===== config.mk =====
export PLATFORM = sky130hd
export DESIGN_NAME = tcbfl_ctrl
export DESIGN_NICKNAME = d
export VERILOG_FILES = /design/src/rtl/tcbfl_pkg.sv /design/src/rtl/tcbfl_ctrl.sv
export SDC_FILE = /design/constraint.sdc
export NUM_CORES = 1
export LEC_CHECK = 0
export BUFFER_PORTS_ARGS = -buffer_cell sky130_fd_sc_hd__buf_2
export CORE_MARGIN = 2
export CORE_UTILIZATION = 25
export CTS_BUF_LIST = sky130_fd_sc_hd__clkbuf_8
export DETAILED_ROUTE_END_ITERATION = 7
export GPL_TIMING_DRIVEN = 0
export PLACE_DENSITY = 0.4
export SYNTH_ARGS = -nofsm -noshare
export SYNTH_HDL_FRONTEND = slang
export SYNTH_SLANG_ARGS = --single-unit

===== constraint.sdc =====
create_clock -name clk -period 2.5 [get_ports clk]
set_input_delay 0.25 -clock clk [delete_from_list [all_inputs] [get_ports clk]]
set_output_delay 0.25 -clock clk [all_outputs]
set_load 0.005 [all_outputs]

===== src/rtl/tcbfl_pkg.sv =====
package tcbfl_pkg;

	localparam int MAX_SLOTS    = 256;
	localparam int POOLS        = 2;
	localparam int SLOT_W       = $clog2(MAX_SLOTS);
	localparam int CNT_W        = SLOT_W + 1;
	localparam int ADDR_W       = SLOT_W + 1;
	localparam int COUNTER_BITS = 32;
	localparam int UTIL_W       = 7;
	localparam int PCT          = 100;
	localparam int PROD_W       = CNT_W + UTIL_W;
	localparam int STEP_W       = $clog2(UTIL_W);

	localparam logic OP_ALLOC = 1'b0;
	localparam logic OP_FREE  = 1'b1;

	localparam logic CFG_SMALL_COUNT = 1'b0;
	localparam logic CFG_LARGE_COUNT = 1'b1;

	typedef enum logic [1:0] {
		ST_OK          = 2'd0,
		ST_EXHAUSTED   = 2'd1,
		ST_DOUBLE_FREE = 2'd2,
		ST_INVALID     = 2'd3
	} status_t;

	typedef struct packed {
		logic capture;
		logic mem_read;
		logic exec;
		logic div_init;
		logic div_step;
		logic load_out;
	} dp_cmd_t;

	function automatic logic [COUNTER_BITS-1:0] sat_inc(input logic [COUNTER_BITS-1:0] v);
		return (&v) ? v : v + COUNTER_BITS'(1);
	endfunction

endpackage


===== src/rtl/tcbfl_ctrl.sv =====
module tcbfl_ctrl (
	input  logic               clk,
	input  logic               arst_n,
	input  logic               in_valid,
	output logic               in_stall,
	output logic               out_valid,
	input  logic               out_stall,
	input  logic               clr_busy,
	output tcbfl_pkg::dp_cmd_t cmd
);
	import tcbfl_pkg::*;

	typedef enum logic [5:0] {
		S_IDLE  = 6'b000001,
		S_READ  = 6'b000010,
		S_EXEC  = 6'b000100,
		S_DINIT = 6'b001000,
		S_DIV   = 6'b010000,
		S_OUT   = 6'b100000
	} state_t;

	state_t            state_q, state_d;
	logic [STEP_W-1:0] step_q;
	logic              out_valid_q;

	always_comb begin
		state_d = state_q;
		cmd     = '0;
		unique case (state_q)
			S_IDLE: begin
				if (in_valid && !clr_busy) begin
					cmd.capture = 1'b1;
					state_d     = S_READ;
				end
			end
			S_READ: begin
				cmd.mem_read = 1'b1;
				state_d      = S_EXEC;
			end
			S_EXEC: begin
				cmd.exec = 1'b1;
				state_d  = S_DINIT;
			end
			S_DINIT: begin
				cmd.div_init = 1'b1;
				state_d      = S_DIV;
			end
			S_DIV: begin
				cmd.div_step = 1'b1;
				if (step_q == STEP_W'(UTIL_W - 1))
					state_d = S_OUT;
			end
			S_OUT: begin
				if (!out_valid_q || !out_stall) begin
					cmd.load_out = 1'b1;
					state_d      = S_IDLE;
				end
			end
			default: state_d = S_IDLE;
		endcase
	end

	always_ff @(posedge clk or negedge arst_n) begin
		if (!arst_n) begin
			state_q     <= S_IDLE;
			step_q      <= '0;
			out_valid_q <= 1'b0;
		end else begin
			state_q <= state_d;
			if (cmd.div_init)
				step_q <= '0;
			else if (cmd.div_step)
				step_q <= step_q + STEP_W'(1);
			if (cmd.load_out)
				out_valid_q <= 1'b1;
			else if (!out_stall)
				out_valid_q <= 1'b0;
		end
	end

	assign in_stall  = (state_q != S_IDLE) || clr_busy;
	assign out_valid = out_valid_q;

	assert property (@(posedge clk) disable iff (!arst_n)
		cmd.load_out |=> out_valid_q)
		else $error("result not presented after load");

endmodule


==> results.yml <==
routing:
  route.detailed.drc: 0
  drt-pass1-iter-count: 4
  drt-vias-per-instance: 4.42
  post_drt_wl_per_cell_um: 10.7
  antenna_left: 0
  routed_wl_um: 1080
  first_iter_violations: 12
  routed-via-count: 446
timing:
  worst_slack_ns: 0.691
  setup_tns_ns: 0
  period_minus_slack_ns: 1.81
  min_period_over_period: 0.724
  hold_ws_ns: 0.200
  maxSlewHeadroom: 0.783
  rsz0062_at_grt: "false"
  clock_skew_ns: 0.000728
  hold_viol: 0
  worst_pin_slew_ns: 0.324
  drv_slew: 0
  setup_viol: 0
  fmax_mhz: 553
die:
  die_w_um: 50.9
  die_area_sq_um: 2590
  io_pins: 13
  rows: 16
  core_area_sq_um: 2020
  fp.dieH_um: 50.9
  start_util: 0.272
placed_design:
  portBuffers: 12
  pre_cts_slack_ns: 0.949
  hpwl_um: 803
  place_congestion: 0.648
clock_tree:
  postCtsHoldBufs: 1
  clk_pin_slew_ns: 0.05
  cts_max_path_buffers: 2
  clkSinkCount: 10
  cts_buffers: 3
  cts-resized-gates: 0
  htreeDepth: 1
  postCtsSetupBuffers: 0
  clockRootBuffer: "clkbuf_8"
  cts_tree: "yes"
  clock_latency_ns: 0.23
final_layout:
  fillers: 219
  finalNetCount: 82
  area_growth_pct: 27.1
  drive_gt1_frac: 0.284
  num_antenna_cells: 0
worst_setup_path:
  reg2reg_slack_ns: 1.05
  end_kind: "output port"
  crit_arrival_ns: 1.56
  reg2regPathDepth: 4
  r2r-start: "state_q[0]$_DFFE_PN1P_"
  cpPeakStageDelay_ns: 0.43
  setup.worst_path.class: "register to output port"
  crit_chain: "nor2_1 -> and3_1 -> clkbuf_1 -> buf_2"
  r2r_end: "state_q[0]$_DFFE_PN1P_"
  critPathRequiredTime_ns: 2.25
  slowest_stage: "dfrtp_1"
  crit_end: "cmd[2]"
  critPathMaxFanout: 7
  critPathLaunch: "state_q[1]$_DFFE_PN0P_"
  start_kind: "register"
synthesis:
  ys_seq_area_frac: 0.458
  syn_inst: 57
  syn_nets: 64
  yosys_warnings: 0
  synth_seq_cells: 10
  netlist_area_sq_um: 549
  synth_cell_type_count: 27
  avgSynthCellArea_sq_um: 9.64
global_route:
  grt_pass1_wl_um: 1810
  globalRouteMet2Util: 0.143
  grt_util_met3: 0.0556
  grt_util_met1: 0.113
  grt_usage: 0.0982
  gr-total-overflow: 0
  antenna_found_initial: 0
  grt_pass1_vias: 433
  top_usage_layer: "met2"
  grt_max_degree: 11
pwr:
  switching_share: 0.298
  comb_power_share: 0.257
  ir_worst_vdd_v: 0.000434
  power_leakage_uw: 0.000373
  p_seq_frac: 0.411
  pwr-share-clk: 0.332
  powerDensity_nw_per_um2: 727
  power.total_uw: 508
  power_switching_uw: 151
  intPower_uw: 357
run:
  cap_viol_max_count: 0
hold_path:
  min_path_type: "primary input to register"
run_status:
  outcome: "finished clean"
registers in the layout, summed over array words and instances, names as in the netlist:
signal     cells
state_q        6
step_q         3
out_valid      1
cells by family after synthesis:
kind of cell | after synthesis | share of synthesized area
AOI/OAI and AO/OA | 9 | 0.0979
xor gates and xnor gates | 3 | 0.0478
adders and majority gates | 2 | 0.0456
buffers and inverters | 4 | 0.0273
DFF | 10 | 0.458
and+or+nand+nor | 29 | 0.323
worst max-delay path, delay by kind of cell (launching register included):
family	cells	cell delay, ns
AND/OR/NAND/NOR	2	0.52
flip-flops	1	0.43
buffers and inverters	2	0.38
stage by stage:
stage | cell area, sq um | std cells | utilization
after floorplan | 549 | 57 | -
after global placement | 643 | 96 | 0.318
after detailed placement | 643 | 96 | 0.318
after CTS | 698 | 101 | 0.345
after global routing | 698 | 101 | 0.345
final | 698 | 101 | 0.345
layout make-up:
cell class              count  area [sq um]  area share
multi-input cells          43           283       0.405
flip-flops and latches     10           251       0.360
repair buffers             13          70.1       0.100
clock buffers               3          41.3      0.0591
well taps                  27          33.8      0.0484
inverters                   3          11.3      0.0161
clock inverters             1          3.75     0.00538
plain buffers               1          3.75     0.00538
synth_stat cells, drive strengths merged:
master  number  area share
o31a         1       0.016
nand4b       1       0.016
and4b        2       0.041
clkbuf       1      0.0068
dfstp        1       0.048
nor2b        1       0.011
o311a        1       0.018
nand4        2       0.023
and3         3       0.034
and2b        2       0.032
dfrtp        9        0.41
nand2b       2       0.023
xnor2        1       0.016
or2          2       0.023
ha           2       0.046
nor3         1      0.0091
nor3b        2       0.027
nand2        4       0.027
o21ai        4       0.036
nor2         5       0.039
a21oi        3       0.027
xor2         2       0.032
nand3        2       0.018
inv          3       0.020
worst min-delay path by stage:
stage,startpoint,endpoint,depth (start not counted)
2_1_floorplan,arst_n,out_valid$_DFFE_PN0P_,0
3_3_place_gp,arst_n,state_q[3]$_DFFE_PN0P_,1
3_5_place_dp,arst_n,state_q[3]$_DFFE_PN0P_,1
4_1_cts,clr_busy,state_q[1]$_DFFE_PN0P_,2
5_1_grt,clr_busy,state_q[1]$_DFFE_PN0P_,2
6_report,clr_busy,state_q[1]$_DFFE_PN0P_,2
cells in the final DEF, fill, tap and decap left out, types with 2 or more instances in the layout:
cell	synthesis	final
dfrtp_1	9	9
nand3_1	2	2
nand2_1	4	4
nand2b_1	2	2
and4b_2	2	2
a21oi_1	3	3
and3_1	3	3
nor2_1	4	4
buf_2	0	12
xor2_1	2	2
inv_1	3	4
clkbuf_8	0	3
ha_1	2	2
and2b_2	2	2
o21ai_0	3	3
nand4_1	2	2
nor3b_1	2	2
power groups by stage:
| stage | combinational, uW | sequential, uW | clock, uW |
|---|---|---|---|
| floorplan | 94.2 | 206 | 0 |
| global placement | 134 | 211 | 0 |
| detailed placement | 130 | 210 | 0 |
| CTS | 132 | 208 | 173 |
| global route | 152 | 212 | 185 |
| finish | 130 | 209 | 169 |
metal layers:
| layer | routed length, um | vias to the layer above | part of all wire |
|---|---|---|---|
| li1 | - | 232 | - |
| met1 | 512 | 203 | 0.47 |
| met2 | 486 | 9 | 0.45 |
| met3 | 65 | 2 | 0.060 |
| met4 | 18 | 0 | 0.017 |
| met5 | 0 | - | 0 |
Power figures use the tool's default switching activity.
